`config.mk`:
```
export PLATFORM = sky130hd
export DESIGN_NAME = cau_queue
export DESIGN_NICKNAME = d
export VERILOG_FILES = /design/src/cau_pkg.sv /design/src/cau_queue.sv
export SDC_FILE = /design/constraint.sdc
export NUM_CORES = 1
export LEC_CHECK = 0
export BUFFER_PORTS_ARGS = -buffer_cell sky130_fd_sc_hd__buf_2
export CAP_MARGIN = 20
export CORE_MARGIN = 2
export CORE_UTILIZATION = 50
export CTS_CLUSTER_SIZE = 40
export DETAILED_ROUTE_END_ITERATION = 8
export PLACE_DENSITY = 0.77
export RECOVER_POWER = 25
export SLEW_MARGIN = 10
export SYNTH_ARGS = -nofsm -noshare
export SYNTH_HDL_FRONTEND = slang
export SYNTH_SLANG_ARGS = --single-unit
```
`constraint.sdc`:
```
create_clock -name clk -period 1.6 [get_ports clk]
set_input_delay 0.32 -clock clk [delete_from_list [all_inputs] [get_ports clk]]
set_output_delay 0.32 -clock clk [all_outputs]
set_load 0.02 [all_outputs]
```
`src/cau_pkg.sv`:
```
`timescale 1ns / 1ps
`default_nettype none
// ----------------------------------------------------------------------------
// cau_pkg
// Shared constants, operation codes and the control type of the complex ALU.
// ----------------------------------------------------------------------------
package cau_pkg;

  localparam int CAU_COMP_WIDTH  = 16;
  localparam int CAU_FRAC_BITS   = 8;
  localparam int CAU_QUEUE_DEPTH = 2;

  localparam logic [1:0] KIND_ADD = 2'd0;
  localparam logic [1:0] KIND_SUB = 2'd1;
  localparam logic [1:0] KIND_MUL = 2'd2;
  localparam logic [1:0] KIND_DIV = 2'd3;

  typedef struct packed {
    logic [1:0] kind;
    logic       zdiv;
  } cau_ctl_t;

endpackage
`default_nettype wire

```
`src/cau_queue.sv`:
```
`timescale 1ns / 1ps
`default_nettype none
// ----------------------------------------------------------------------------
// cau_queue
// Short FIFO between the front and back parts.
// ----------------------------------------------------------------------------
module cau_queue #(
  parameter int PW    = 8,
  parameter int DEPTH = cau_pkg::CAU_QUEUE_DEPTH
) (
  input  wire logic              clk,
  input  wire logic              rst_n,
  input  wire logic              push,
  input  wire cau_pkg::cau_ctl_t push_ctl,
  input  wire logic [PW-1:0]     push_data,
  output logic                   ready,
  input  wire logic              pop,
  output logic                   not_empty,
  output cau_pkg::cau_ctl_t      pop_ctl,
  output logic [PW-1:0]          pop_data
);
  import cau_pkg::*;

  localparam int AW = (DEPTH > 1) ? $clog2(DEPTH) : 1;
  localparam int CW = $clog2(DEPTH + 1);

  cau_ctl_t        ctl_mem [0:DEPTH-1];
  logic [PW-1:0]   data_mem [0:DEPTH-1];
  logic [AW-1:0]   wr_r, rd_r, wr_nxt, rd_nxt;
  logic [CW-1:0]   cnt_r, cnt_nxt;
  logic            do_pop;

  assign ready     = (cnt_r != CW'(DEPTH));
  assign not_empty = (cnt_r != '0);
  assign do_pop    = pop && not_empty;
  assign pop_ctl   = ctl_mem[rd_r];
  assign pop_data  = data_mem[rd_r];

  always_comb begin
    wr_nxt  = (wr_r == AW'(DEPTH - 1)) ? '0 : wr_r + 1'b1;
    rd_nxt  = (rd_r == AW'(DEPTH - 1)) ? '0 : rd_r + 1'b1;
    cnt_nxt = cnt_r + CW'(push) - CW'(do_pop);
  end

  always_ff @(posedge clk) begin
    if (!rst_n) begin
      wr_r  <= '0;
      rd_r  <= '0;
      cnt_r <= '0;
    end else begin
      if (push)   wr_r <= wr_nxt;
      if (do_pop) rd_r <= rd_nxt;
      cnt_r <= cnt_nxt;
    end
  end

  always_ff @(posedge clk) begin
    if (push) begin
      ctl_mem[wr_r]  <= push_ctl;
      data_mem[wr_r] <= push_data;
    end
  end

endmodule
`default_nettype wire

```
Word level (Yosys, flattened, before mapping)
Memories as Yosys holds them, arrays and structs flattened. A register that Yosys moved wholly into a read port is not among the register bits.
Cells that the tools add are included.

storage, ports and cells
  bits in registers = 4
  bits in latches = 0
  bits in writable memories = 22
  bits in read-only memories = 0
  output and inout port bits = 13
  logic and storage cells = 20
  memories = 2

operators by class
  $add $sub $neg = 4
  $mul = 0
  div/mod/pow operators = 0
  order comparisons = 0
  equal/unequal tests = 1
  shift-type cells = 0
  multiplexer cells = 8
  bitwise operators = 0
  reductions and logical operators = 2

memory list
  memory    words  width  read ports  clocked after memory_dff  wr ports  line             text
  data_mem  2      8      1           1                         1         cau_queue.sv:28  logic [PW-1:0] data_mem [0:DEPTH-1];
  ctl_mem   2      3      1           1                         1         cau_queue.sv:27  cau_ctl_t ctl_mem [0:DEPTH-1];

operators with widths
  operator                                       number
  2-to-1 mux 1 bit                               8
  adder 1 bit (second input constant)            2
  adder 2 x 1 -> 2 bit                           1
  inequality test 2 bit (second input constant)  1
  nonzero test 2 bit                             1
  subtractor 2 x 1 -> 2 bit                      1
  logical AND 1 bit                              1

Longest topological paths before layout
  word-level depth = 4
  depth in mapped cells = 6

Worst setup path before layout
No wires, ideal clock.

  path kind = register to register
  start = reg cnt_r[1]
  end = reg cnt_r[1]
  library setup time = 0.114 ns
  arrival time = 1.255 ns
  required time = 1.486 ns
  setup slack = 0.231 ns
  cell stages (with the launch flop) = 7
  path buffers = 0
  period minus slack after synthesis = 1.369 ns
  cell sequence = dfxtp_1 o21a_2 ha_1 inv_1 ha_1 xnor3_1 nor2b_2

between the ends
  word-level cells in the longest chain between the ends = 3
  elaborated cells on any way between the ends = 4
  classes of those cells = add/sub (2); reduce/logical (2)

ends and longest elaborated chain
  element                    line             text
  start: declaration         cau_queue.sv:30  logic [CW-1:0] cnt_r, cnt_nxt;
  start signal: assignment   cau_queue.sv:53  cnt_r <= cnt_nxt;
  nonzero test 2 bit         cau_queue.sv:34  assign not_empty = (cnt_r != '0);
  logical AND 1 bit          cau_queue.sv:35  assign do_pop = pop && not_empty;
  named net do_pop           cau_queue.sv:31  logic do_pop;
  subtractor 2 x 1 -> 2 bit  cau_queue.sv:42  cnt_nxt = cnt_r + CW'(push) - CW'(do_pop);

The timed path passes the listed nets, and every way through them passes these cells.
A chain may end at the register's enable or synchronous reset.

==> results.md <==
- Outcome: complete, no violations
- Wirelength, routed: about 1700 um
- Placed cells: roughly 110
- Final WS setup: 0.0211 ns
- Req. time, crit path: between 1 and 1.5 ns
- Chip Width: between 40 and 50 um
- Leakage: ~0.56 nW
- Finish-stage setup viols: 0
- Clk Latency, worst-skew pair: 0.31 ns
- Post-Layout Cell Count: roughly 120
- Number of port buffers: 27
- Synth Area in XOR/XNOR: 2.18%
- CTS buffer count: 3
- Via Count: around 570
- Pwr/cell area: 1370 mW/mm2
- Synth cell types: 16
- Root Driver: clkbuf_4
- H-tree Lvls: 1
- Area growth syn-to-layout: 31.8%
- Core Rows: 16
- Hold Path Depth: 1
- Top-Level Pins: 28
- CP peak stage delay: between 0.3 and 0.4 ns
- Layout cells sized above 1: between 50% and 60%
- GRT Overall Usage: between 15 and 20%
- Ant. Diodes: 0
- Crit-path cells: buf_6, mux2_4, buf_6
- Min cycle time layout: between 1.5 and 2 ns
- Vias in the first global route: 599
- Area of the multi-input gates: 303 um2
- Routability-driven placement congestion ratio: 0.630
- DRC: 0
- Largest family of logic cells by synthesized area: multiplexers
- Core area: between 0.0015 and 0.002 mm2
- # Max-Cap Violations: 0
- Placed instance area: approximately 0.0012 mm2
- Endpoint class of the critical path: output pin
- Crit path top cell by count: buf_6
- Sequential fraction of the synthesis area: around three quarters
- Max clock buf depth: 2
- Storage element area: between 700 and 800 um2
- Synth Area in Simple Gates: 5.20%
- R2r endpoint: cnt_r[1]
- R2R cell count: 6
- Post-synthesis mux area share: between 10 and 15%
- Largest net degree at the start of global routing: 15
- Post-route cell area: between 0.001 and 0.0015 mm2
- Die span in y: 49.5 um
- Most frequent cells in the layout: 22 x edfxtp_1, 14 x buf_2, 13 x buf_6
- Delay-heaviest family, CP: flip-flops
- Average cell area after synthesis: 18.2 um2
- Most common cell after layout, fill and taps aside: edfxtp_1
- Vias per inst: roughly 4.8
- Compound-gate portion of the synthesized area: 1.57%
- CTS Sinks: 27
- Area of the mapped netlist: about 0.0010 mm2
- Slew Viols, Final: 0
- Synthesized instance count: 57
- CP Buf/Inv Count: 2
- Max stage delay cell, worst path: dfxtp_2
- First-pass GRT wire length: between 2000 and 3000 um
- Clock Pin Slew Worst Setup and Hold Paths: approximately 0.14 ns
- Number of DRC markers in iteration 0: 6
- Grt total ovfl: 0
- Hold WC Path Type: primary input to flip-flop
- Die ar.: between 0.002 and 0.0025 mm2
- Initial antenna violation count: 0
- Worst-margin pin slew: roughly 0.51 ns
- Mean routed wirelength per cell: 14.4 um
- Max Fclk: approximately 0.63 GHz
- Worst hold start: push_data[6]
- Worst endpoint data arrival time: between 1 and 1.5 ns
- Final hold vios: 0
- Post-DRT Antenna Nets: 0
- R2r setup slk: roughly 0.12 ns
- DP Worst Slack: about 0.13 ns
- TritonRoute pass-1 iters: 3
- Fillers: about 160
- CTS tree: built
- Final Cycle Share: a little under 100%
- Setup TNS: 0 ns
- Fin Clk Skew: between 0.008 and 0.009 ns
- Mapped Nets: 74
- Ys Warns: 0
- Nets: roughly 110
- RSZ-0062 raised after global routing: true
- Slew margin rel.: 65.7%
- Worst vdd ir: a little over 0.9 mV
- Adder-cell share of the synthesized area: ~2.4%
- Crit start category: flip-flop
- Count of state elements after synthesis: 27
- Min-Delay Endpoint: data_mem[0][6]
- Initial core utilization: a little over half
- Critical path class: flip-flop to output pin
- Crit path max fanout: 6
- Critical register-to-register path startpoint: cnt_r[1]
per-stage QoR:
step	utilization, %	hold slack [ns]	power [mW]
after floorplan	-	0.419	1.29
after detailed placement	61.9	0.483	1.45
final	69.5	0.185	1.87
after global placement	61.9	0.470	1.42
after global routing	69.5	0.167	1.96
after CTS	68.5	0.183	1.86
flip-flops by register name, indices dropped and copies added (netlist names), named ones only:
| name | cells |
|---|---|
| ctl_mem | 6 |
| data_mem | 16 |
| cnt_r | 2 |
| rd_r | 1 |
| wr_r | 1 |
where the power goes:
group          switching [mW]  internal [mW]
clock                   0.181         0.0972
sequential             0.0390          0.836
combinational           0.318          0.396
total                   0.538           1.33
how the worst max path moves through the flow:
| stage | cells past startpoint | endpoint | from |
|---|---|---|---|
| 2_1_floorplan | 6 | cnt_r[1] | cnt_r[1] |
| 3_3_place_gp | 6 | cnt_r[1] | cnt_r[1] |
| 3_5_place_dp | 6 | cnt_r[1] | cnt_r[1] |
| 4_1_cts | 3 | pop_data[7] | flip-flop |
| 5_1_grt | 3 | pop_data[7] | flip-flop |
| 6_report | 3 | pop_data[7] | flip-flop |
layout make-up:
cell class              instances  share of cell area (%)
flip-flops and latches         27                    55.9
well taps                      27                    2.48
clock buffers                   4                    1.93
inverters                       2                   0.550
multi-input cells              27                    22.2
repair buffers                 30                    17.0
metal layers:
metal,GRT usage [%],part of all wire (%),vias up
met3,3.64,4.9,2
met2,27.7,55,17
met5,0,0,-
met1,18.3,39,269
li1,-,-,277
met4,6.94,0.71,0
cells in the mapped netlist (all sizes together):
cell | n | area (um2)
and2 | 2 | 12.5
buf | 1 | 5.00
dfxtp | 5 | 100
edfxtp | 22 | 661
ha | 2 | 25.0
inv | 2 | 7.51
mux2 | 11 | 124
mux2i | 2 | 20.0
nand2 | 2 | 7.51
nand2b | 1 | 6.26
nor2b | 3 | 21.3
o21a | 2 | 16.3
or2 | 1 | 6.26
xnor3 | 1 | 22.5
worst reg2reg max path: cells and delay by family (launching register included):
| kind | cells | cell delay, ns |
|---|---|---|
| simple gates | 1 | 0.10 |
| buf+inv | 1 | 0.06 |
| fa+ha+maj | 2 | 0.43 |
| xor+xnor | 1 | 0.23 |
| flops | 1 | 0.37 |
| compound gates | 1 | 0.25 |
logic make-up after synthesis:
logic type / Yosys count
buffers and inverters: 3
XOR/XNOR: 1
flip-flops: 27
AND/OR/NAND/NOR: 9
adder cells (fa/ha/maj): 2
AO/OA/AOI/OAI: 2
multiplexers: 13
repair_timing:
| item | in CTS | in global routing |
|---|---|---|
| resized for setup | 31 | 6 |
| gates cloned | 1 | 0 |
| endpoints found under the setup margin | 11 | 11 |
| setup buffers | 0 | 0 |
| hold buffers | 0 | 0 |
Note: power is estimated with default switching activity, not from simulation.
