### config.mk
export PLATFORM = sky130hd
export DESIGN_NAME = cau_front
export DESIGN_NICKNAME = d
export VERILOG_FILES = /design/src/cau_pkg.sv /design/src/cau_front.sv
export SDC_FILE = /design/constraint.sdc
export NUM_CORES = 2
export LEC_CHECK = 0
export BUFFER_PORTS_ARGS = -buffer_cell sky130_fd_sc_hd__buf_4
export CAP_MARGIN = 20
export CORE_ASPECT_RATIO = 1.5
export CORE_MARGIN = 4
export CORE_UTILIZATION = 35
export DETAILED_ROUTE_END_ITERATION = 10
export MAX_ROUTING_LAYER = met4
export PLACE_DENSITY = 0.54
export SLEW_MARGIN = 20
export SYNTH_ARGS = -nofsm -noshare
export SYNTH_HDL_FRONTEND = slang
export SYNTH_SLANG_ARGS = --single-unit
### constraint.sdc
create_clock -name clk -period 22.2 [get_ports clk]
set_input_delay 1.11 -clock clk [delete_from_list [all_inputs] [get_ports clk]]
set_output_delay 1.11 -clock clk [all_outputs]
set_load 0.02 [all_outputs]
### src/cau_pkg.sv
`timescale 1ns / 1ps
`default_nettype none
// ----------------------------------------------------------------------------
// cau_pkg
// Shared constants, operation codes and the control type of the complex ALU.
// ----------------------------------------------------------------------------
package cau_pkg;

  localparam int CAU_COMP_WIDTH  = 16;
  localparam int CAU_FRAC_BITS   = 8;
  localparam int CAU_QUEUE_DEPTH = 2;

  localparam logic [1:0] KIND_ADD = 2'd0;
  localparam logic [1:0] KIND_SUB = 2'd1;
  localparam logic [1:0] KIND_MUL = 2'd2;
  localparam logic [1:0] KIND_DIV = 2'd3;

  typedef struct packed {
    logic [1:0] kind;
    logic       zdiv;
  } cau_ctl_t;

endpackage
`default_nettype wire

### src/cau_front.sv
`timescale 1ns / 1ps
`default_nettype none
// ----------------------------------------------------------------------------
// cau_front
// Accepts operand transactions, flags zero divisors and forms the sums and all products.
// ----------------------------------------------------------------------------
module cau_front #(
  parameter int W = cau_pkg::CAU_COMP_WIDTH,
  parameter int PW = 2 * (W + 1) + 12 * W
) (
  input  wire logic                   clk,
  input  wire logic                   rst_n,
  input  wire logic                   start,
  output logic                        busy,
  input  wire logic [1:0]             in_kind,
  input  wire logic signed [W-1:0]    in_a_re,
  input  wire logic signed [W-1:0]    in_a_im,
  input  wire logic signed [W-1:0]    in_b_re,
  input  wire logic signed [W-1:0]    in_b_im,
  input  wire logic                   q_ready,
  output logic                        q_push,
  output cau_pkg::cau_ctl_t           q_ctl,
  output logic [PW-1:0]               q_data
);
  import cau_pkg::*;

  logic              en1, en2, acc;
  logic              f1_v_r, f2_v_r;
  cau_ctl_t          f1_ctl_r, f2_ctl_r;
  logic signed [W-1:0] ar_r, ai_r, br_r, bi_r;
  logic signed [W:0]   sre_r, sim_r;
  logic signed [2*W-1:0] rr_r, ii_r, ri_r, ir_r, b2r_r, b2i_r;
  logic signed [2*W-1:0] rr_nxt, ii_nxt, ri_nxt, ir_nxt, b2r_nxt, b2i_nxt;
  logic signed [W:0]   sre_nxt, sim_nxt;
  logic              zdiv_nxt;

  // advance a stage when the one after it can take its content
  assign en2  = !f2_v_r || q_ready;
  assign en1  = !f1_v_r || en2;
  assign busy = !en1;
  assign acc  = start && en1;

  assign zdiv_nxt = (in_kind == KIND_DIV) && (in_b_re == '0) && (in_b_im == '0);

  always_comb begin
    rr_nxt  = ar_r * br_r;
    ii_nxt  = ai_r * bi_r;
    ri_nxt  = ar_r * bi_r;
    ir_nxt  = ai_r * br_r;
    b2r_nxt = br_r * br_r;
    b2i_nxt = bi_r * bi_r;
    if (f1_ctl_r.kind == KIND_SUB) begin
      sre_nxt = (W+1)'(ar_r) - (W+1)'(br_r);
      sim_nxt = (W+1)'(ai_r) - (W+1)'(bi_r);
    end else begin
      sre_nxt = (W+1)'(ar_r) + (W+1)'(br_r);
      sim_nxt = (W+1)'(ai_r) + (W+1)'(bi_r);
    end
  end

  always_ff @(posedge clk) begin
    if (!rst_n) begin
      f1_v_r <= 1'b0;
      f2_v_r <= 1'b0;
    end else begin
      if (en1) f1_v_r <= acc;
      if (en2) f2_v_r <= f1_v_r;
    end
  end

  always_ff @(posedge clk) begin
    if (acc) begin
      f1_ctl_r.kind <= in_kind;
      f1_ctl_r.zdiv <= zdiv_nxt;
      ar_r <= in_a_re;
      ai_r <= in_a_im;
      br_r <= in_b_re;
      bi_r <= in_b_im;
    end
    if (en2 && f1_v_r) begin
      f2_ctl_r <= f1_ctl_r;
      sre_r <= sre_nxt;
      sim_r <= sim_nxt;
      rr_r  <= rr_nxt;
      ii_r  <= ii_nxt;
      ri_r  <= ri_nxt;
      ir_r  <= ir_nxt;
      b2r_r <= b2r_nxt;
      b2i_r <= b2i_nxt;
    end
  end

  assign q_push = f2_v_r && q_ready;
  assign q_ctl  = f2_ctl_r;
  assign q_data = {sre_r, sim_r, rr_r, ii_r, ri_r, ir_r, b2r_r, b2i_r};

endmodule
`default_nettype wire

Word level (Yosys, flattened, before mapping)
Index checks and enable logic that the tools add are counted.
- $mul: 6
- equality and inequality tests: 2
- muxes and demuxes: 2
- $add $sub $neg: 4
- reductions and logical operators: 12
- operators by type and width (cell ; count):
    $mul A16 B16 Y32 ; 6
    $add A16 B16 Y17 ; 2
    $mux W17 ; 2
    $sub A16 B16 Y17 ; 2
    $logic_not A16 Y1 ; 2
    $logic_and A1 B1 Y1 ; 5
    $logic_not A1 Y1 ; 3
    $eq A2 B1 Y1 const B ; 1
    $eq A2 B2 Y1 const B ; 1
    $logic_or A1 B1 Y1 ; 2
- flip-flop bits (word level): 298
- output and inout port bits: 231
- word-level logic and storage cells: 44

Depth between registers and ports, before layout
- depth after elaboration: 4
- mapped depth: 26
- gate-level depth less buffers: 25

Least setup slack after synthesis
No wires, ideal clock.
- path type: input to register
- start point: input q_ready
- end point: register b2i_r[0], enable pin
- path buffers: 0
- arrival time: 11.166 ns
- setup slack: 10.189 ns
- stages: 2
- data required time: 21.354 ns
- cell sequence: nor2b_1 -> nor2b_1
- cells in the longest elaborated chain, start to end: 2
- RTL lines (what ; line ; source):
    start, declared ; cau_front.sv:20 ; input wire logic q_ready,
    $logic_or A1 B1 Y1 ; cau_front.sv:38 ; assign en2 = !f2_v_r || q_ready;
    $logic_and A1 B1 Y1 ; cau_front.sv:80 ; if (en2 && f1_v_r) begin
    end signal, assigned ; cau_front.sv:89 ; b2i_r <= b2i_nxt;
    end, declared ; cau_front.sv:32 ; logic signed [2*W-1:0] rr_r, ii_r, ri_r, ir_r, b2r_r, b2i_r;
No other way between the ends.
A chain may end at the register's enable or synchronous reset.

Worst setup path in the final report
- start point: register br_r[14]
- end point: register ir_r[31], data pin
- cells in the longest elaborated chain, start to end: 1
- RTL lines (what ; line ; source):
    start, declared ; cau_front.sv:30 ; logic signed [W-1:0] ar_r, ai_r, br_r, bi_r;
    start signal, assigned ; cau_front.sv:77 ; br_r <= in_b_re;
    $mul A16 B16 Y32 ; cau_front.sv:49 ; ir_nxt = ai_r * br_r;
    net ir_nxt[31] ; cau_front.sv:33 ; logic signed [2*W-1:0] rr_nxt, ii_nxt, ri_nxt, ir_nxt, b2r_nxt, b2i_nxt;
    end signal, assigned ; cau_front.sv:87 ; ir_r <= ir_nxt;
    end, declared ; cau_front.sv:32 ;
The timed path passes the listed nets, and every way through them passes these cells.

==> qor.csv <==
stage,metric,value,unit
worst_setup_path,Worst Setup Start Kind,register,
clock_tree,clock slew at reported path FFs,0.08,ns
floorplanning,Die W,367.1,µm
clock_tree,TritonCTS buffer count,41,
global_route,initial antenna violation count,9,
clock_tree,Skew-Pair Late Insertion Delay,0.65,ns
floorplanning,core area,192300,µm²
worst_setup_path,crit path to,ir_r[31],
cells_and_area,post-route insts no fill,9561,
timing,fmax,127.0,MHz
timing,Setup-failing EPs final,0,
timing,Fin Clk Skew,0.03611,ns
timing,worst slew pin tran,1.123,ns
worst_setup_path,cells on worst reg2reg path,24,
global_route,GR Overflow Total,0,
worst_setup_path,crit path DAT,8.24,ns
route,Pre-antenna DRT Iters,5,
cells_and_area,area of the multi-input gates,51040,µm²
clock_tree,post-CTS resize count,0,
route,Detail Route Antenna Nets,0,
job,max_cap viols,0,
route,Vias/cell,4.858,
worst_setup_path,Setup crit end kind,register,
worst_setup_path,reg2reg start,br_r[14],
timing,max-slew violation count,0,
cells_and_area,Reg area,8869,µm²
yosys,"top cells by count, synth","inv_1, fa_1, nand2_1, ha_1, and2_1",
clock_tree,CTS max path bufs,3,
yosys,asr flop ratio synth,0,%
yosys,syn_area_per_cell,9.824,µm²
cells_and_area,nets,9174,
worst_setup_path,CP Depth,24,
yosys,leading area contributor after synthesis,fa_1,
clock_tree,H-tree level count,2,
yosys,"count leader, synth",inv_1,
cells_and_area,Area Growth Syn to Fin,9.393,%
route,drt wl/cell,20.03,µm
clock_tree,Post-CTS Setup Repair Bufs,0,
route,drt total wl,191.5,mm
yosys,Post-synth EDFFs,294,
timing,Setup TNS,0,ns
worst_hold_path,Hold Path Class,register to register,
yosys,post-synthesis sequential area ratio,13.10,%
placement,GP Congestion,0.8676,
placement,placed cells,9483,
worst_setup_path,Buffers & Inverters on Critical Path,6,
yosys,post-synthesis cell area,67700,µm²
route,Initial DRC Count,1936,
placement,post-place instance area,72660,µm²
status,outcome,"finished, final reports clean",
yosys,#FFs+latches synth,296,
timing,RSZ-0062 raised after global routing,false,
worst_setup_path,CP required,22.56,ns
global_route,global-route usage over all layers,20.24,%
cells_and_area,filler cell count,19190,
worst_setup_path,cell family with most CP delay,adder cells,
timing,clock period minus final worst setup slack,7.873,ns
floorplanning,die height,546.6,µm
timing,final hold vios,0,
yosys,Main synth FF type,edfxtp_1,
worst_setup_path,worst path cell trace,"buf_4, clkinv_1, nor2_1, ha_1, ha_1, inv_1, fa_1, inv_1, fa_1, fa_1, inv_1, fa_1, inv_1, ha_1, a21o_1, a21oi_1, o21ai_0, a21oi_1, o21ai_0, o211ai_1, a31oi_1, a21oi_1, o21ai_0, xnor2_1",
yosys,Synth Instances,6891,
placement,detailed placement HPWL,146.4,mm
floorplanning,Ports,301,
clock_tree,TritonCTS clock tree,yes,
worst_setup_path,"slowest stage delay, CP",0.78,ns
placement,I/O Buffers,298,
clock_tree,Num Clock Sinks,296,
global_route,number of global-route vias before repair,53450,
route,# DRC,0,
placement,pre-CTS setup slack,14.35,ns
timing,Final Cycle Share,35.47,%
floorplanning,Rows,197,
cells_and_area,layout cells sized above 1,6.916,%
route,vias,46450,
clock_tree,CTS root buffer,clkbuf_16,
worst_setup_path,R2R Setup Slk,14.33,ns
cells_and_area,post-route cell area,74060,µm²
floorplanning,Die ar.,200700,µm²
worst_setup_path,crit path launch,br_r[14],
worst_setup_path,Crit-path slowest cell,o21ai_0,
timing,Worst slew margin,24.28,%
global_route,largest net degree at the start of global routing,96,
clock_tree,hold-fix buffers at CTS,0,
timing,Final Worst Setup Slack,14.33,ns
worst_setup_path,reg2reg end,ir_r[31],
yosys,Synth warnings,0,
worst_setup_path,Critical Path Fanout Max,48,
worst_setup_path,kind of critical path,register to register,
global_route,first-pass GRT wire length,305.8,mm
yosys,synth unique cells,74,
yosys,Synth area leaders,"fa_1, edfxtp_1, ha_1, inv_1, and2_1",
floorplanning,Initial Util,35.21,%
yosys,top cell type's share of synthesized area,44.83,%
worst_hold_path,worst hold stages,0,
layer usage:
| layer | track usage, % | wire length [µm] | part of all wire, % |
|---|---|---|---|
| met1 | 22.41 | 72220 | 38 |
| met4 | 5.916 | 6372 | 3.3 |
| met3 | 2.147 | 7529 | 3.9 |
| met5 | - | 0 | 0 |
| met2 | 38.18 | 105400 | 55 |
worst min path at each step:
stage,endpoint,from
finish,q_ctl[0],f1_ctl_r[0]
global route,q_ctl[0],f1_ctl_r[0]
detailed placement,q_ctl[0],f1_ctl_r[0]
floorplan,q_ctl[0],f1_ctl_r[0]
global placement,q_ctl[0],f1_ctl_r[0]
CTS,q_ctl[0],f1_ctl_r[0]
cell type report:
cell class | instances | area share [%]
Clock inverter | 28 | 0.4258
Sequential cell | 296 | 11.98
Antenna cell | 3 | 0.01014
Tap cell | 2487 | 4.202
Inverter | 1803 | 9.139
Timing Repair Buffer | 381 | 3.879
Clock buffer | 47 | 1.445
Multi-Input combinational cell | 4516 | 68.93
state kept, by name, summed over array words and instances, names as in the netlist:
name and cells:
ai_r 16, q_ctl 3, b2i_r 31, bi_r 16, f2_v_r 1, br_r 16, b2r_r 31, ar_r 16
ir_r 32, rr_r 32, ii_r 32, sim_r 17, sre_r 17, ri_r 32, f1_ctl_r 3, f1_v_r 1
cells in the final DEF, fill, tap and decap left out, types with 5 or more instances in the layout:
cell type     n
clkinv_2      5
a31o_2       14
ha_1        549
buf_4       380
nor2_1      240
clkinv_1     13
a21oi_1     160
and2_1      539
nand3_1      25
nand2_1     689
clkbuf_16    42
nand4_1      16
or4_1         5
o21bai_1     25
o211ai_1      5
a31oi_1      13
edfxtp_1    294
a211o_1       5
inv_1      1789
inv_6         7
nor2b_1      17
o31ai_1      12
or2_2         9
nand2b_1     41
fa_1       1516
nor3_1       32
xnor2_1     227
o21ai_0      89
clkbuf_1      5
a21o_1       86
or3_1        10
o21a_1       18
o21ai_1       8
a211oi_1      9
nor4_1       13
and3_1        9
xor2_1       58
stage by stage:
| step | hold slack (ns) | util, % |
|---|---|---|
| 3_5_place_dp | 0.4081 | 37.80 |
| 2_1_floorplan | 0.4003 | - |
| 5_1_grt | 0.4438 | 38.52 |
| 3_3_place_gp | 0.4256 | 37.80 |
| 6_report | 0.4281 | 38.52 |
| 4_1_cts | 0.4307 | 38.52 |
cells by family after synthesis:
| group | share of synthesized area, % |
|---|---|
| flip-flops | 13.10 |
| buffers and inverters | 11.54 |
| adder cells (fa/ha/maj) | 54.98 |
| XOR/XNOR | 3.687 |
| AO/OA/AOI/OAI | 4.763 |
| AND/OR/NAND/NOR | 11.85 |
| multiplexers | 0.07578 |
| other | 0.005539 |
Power is not shown: default switching activity piles up to over one toggle a cycle in this logic, so the estimate is an artifact.
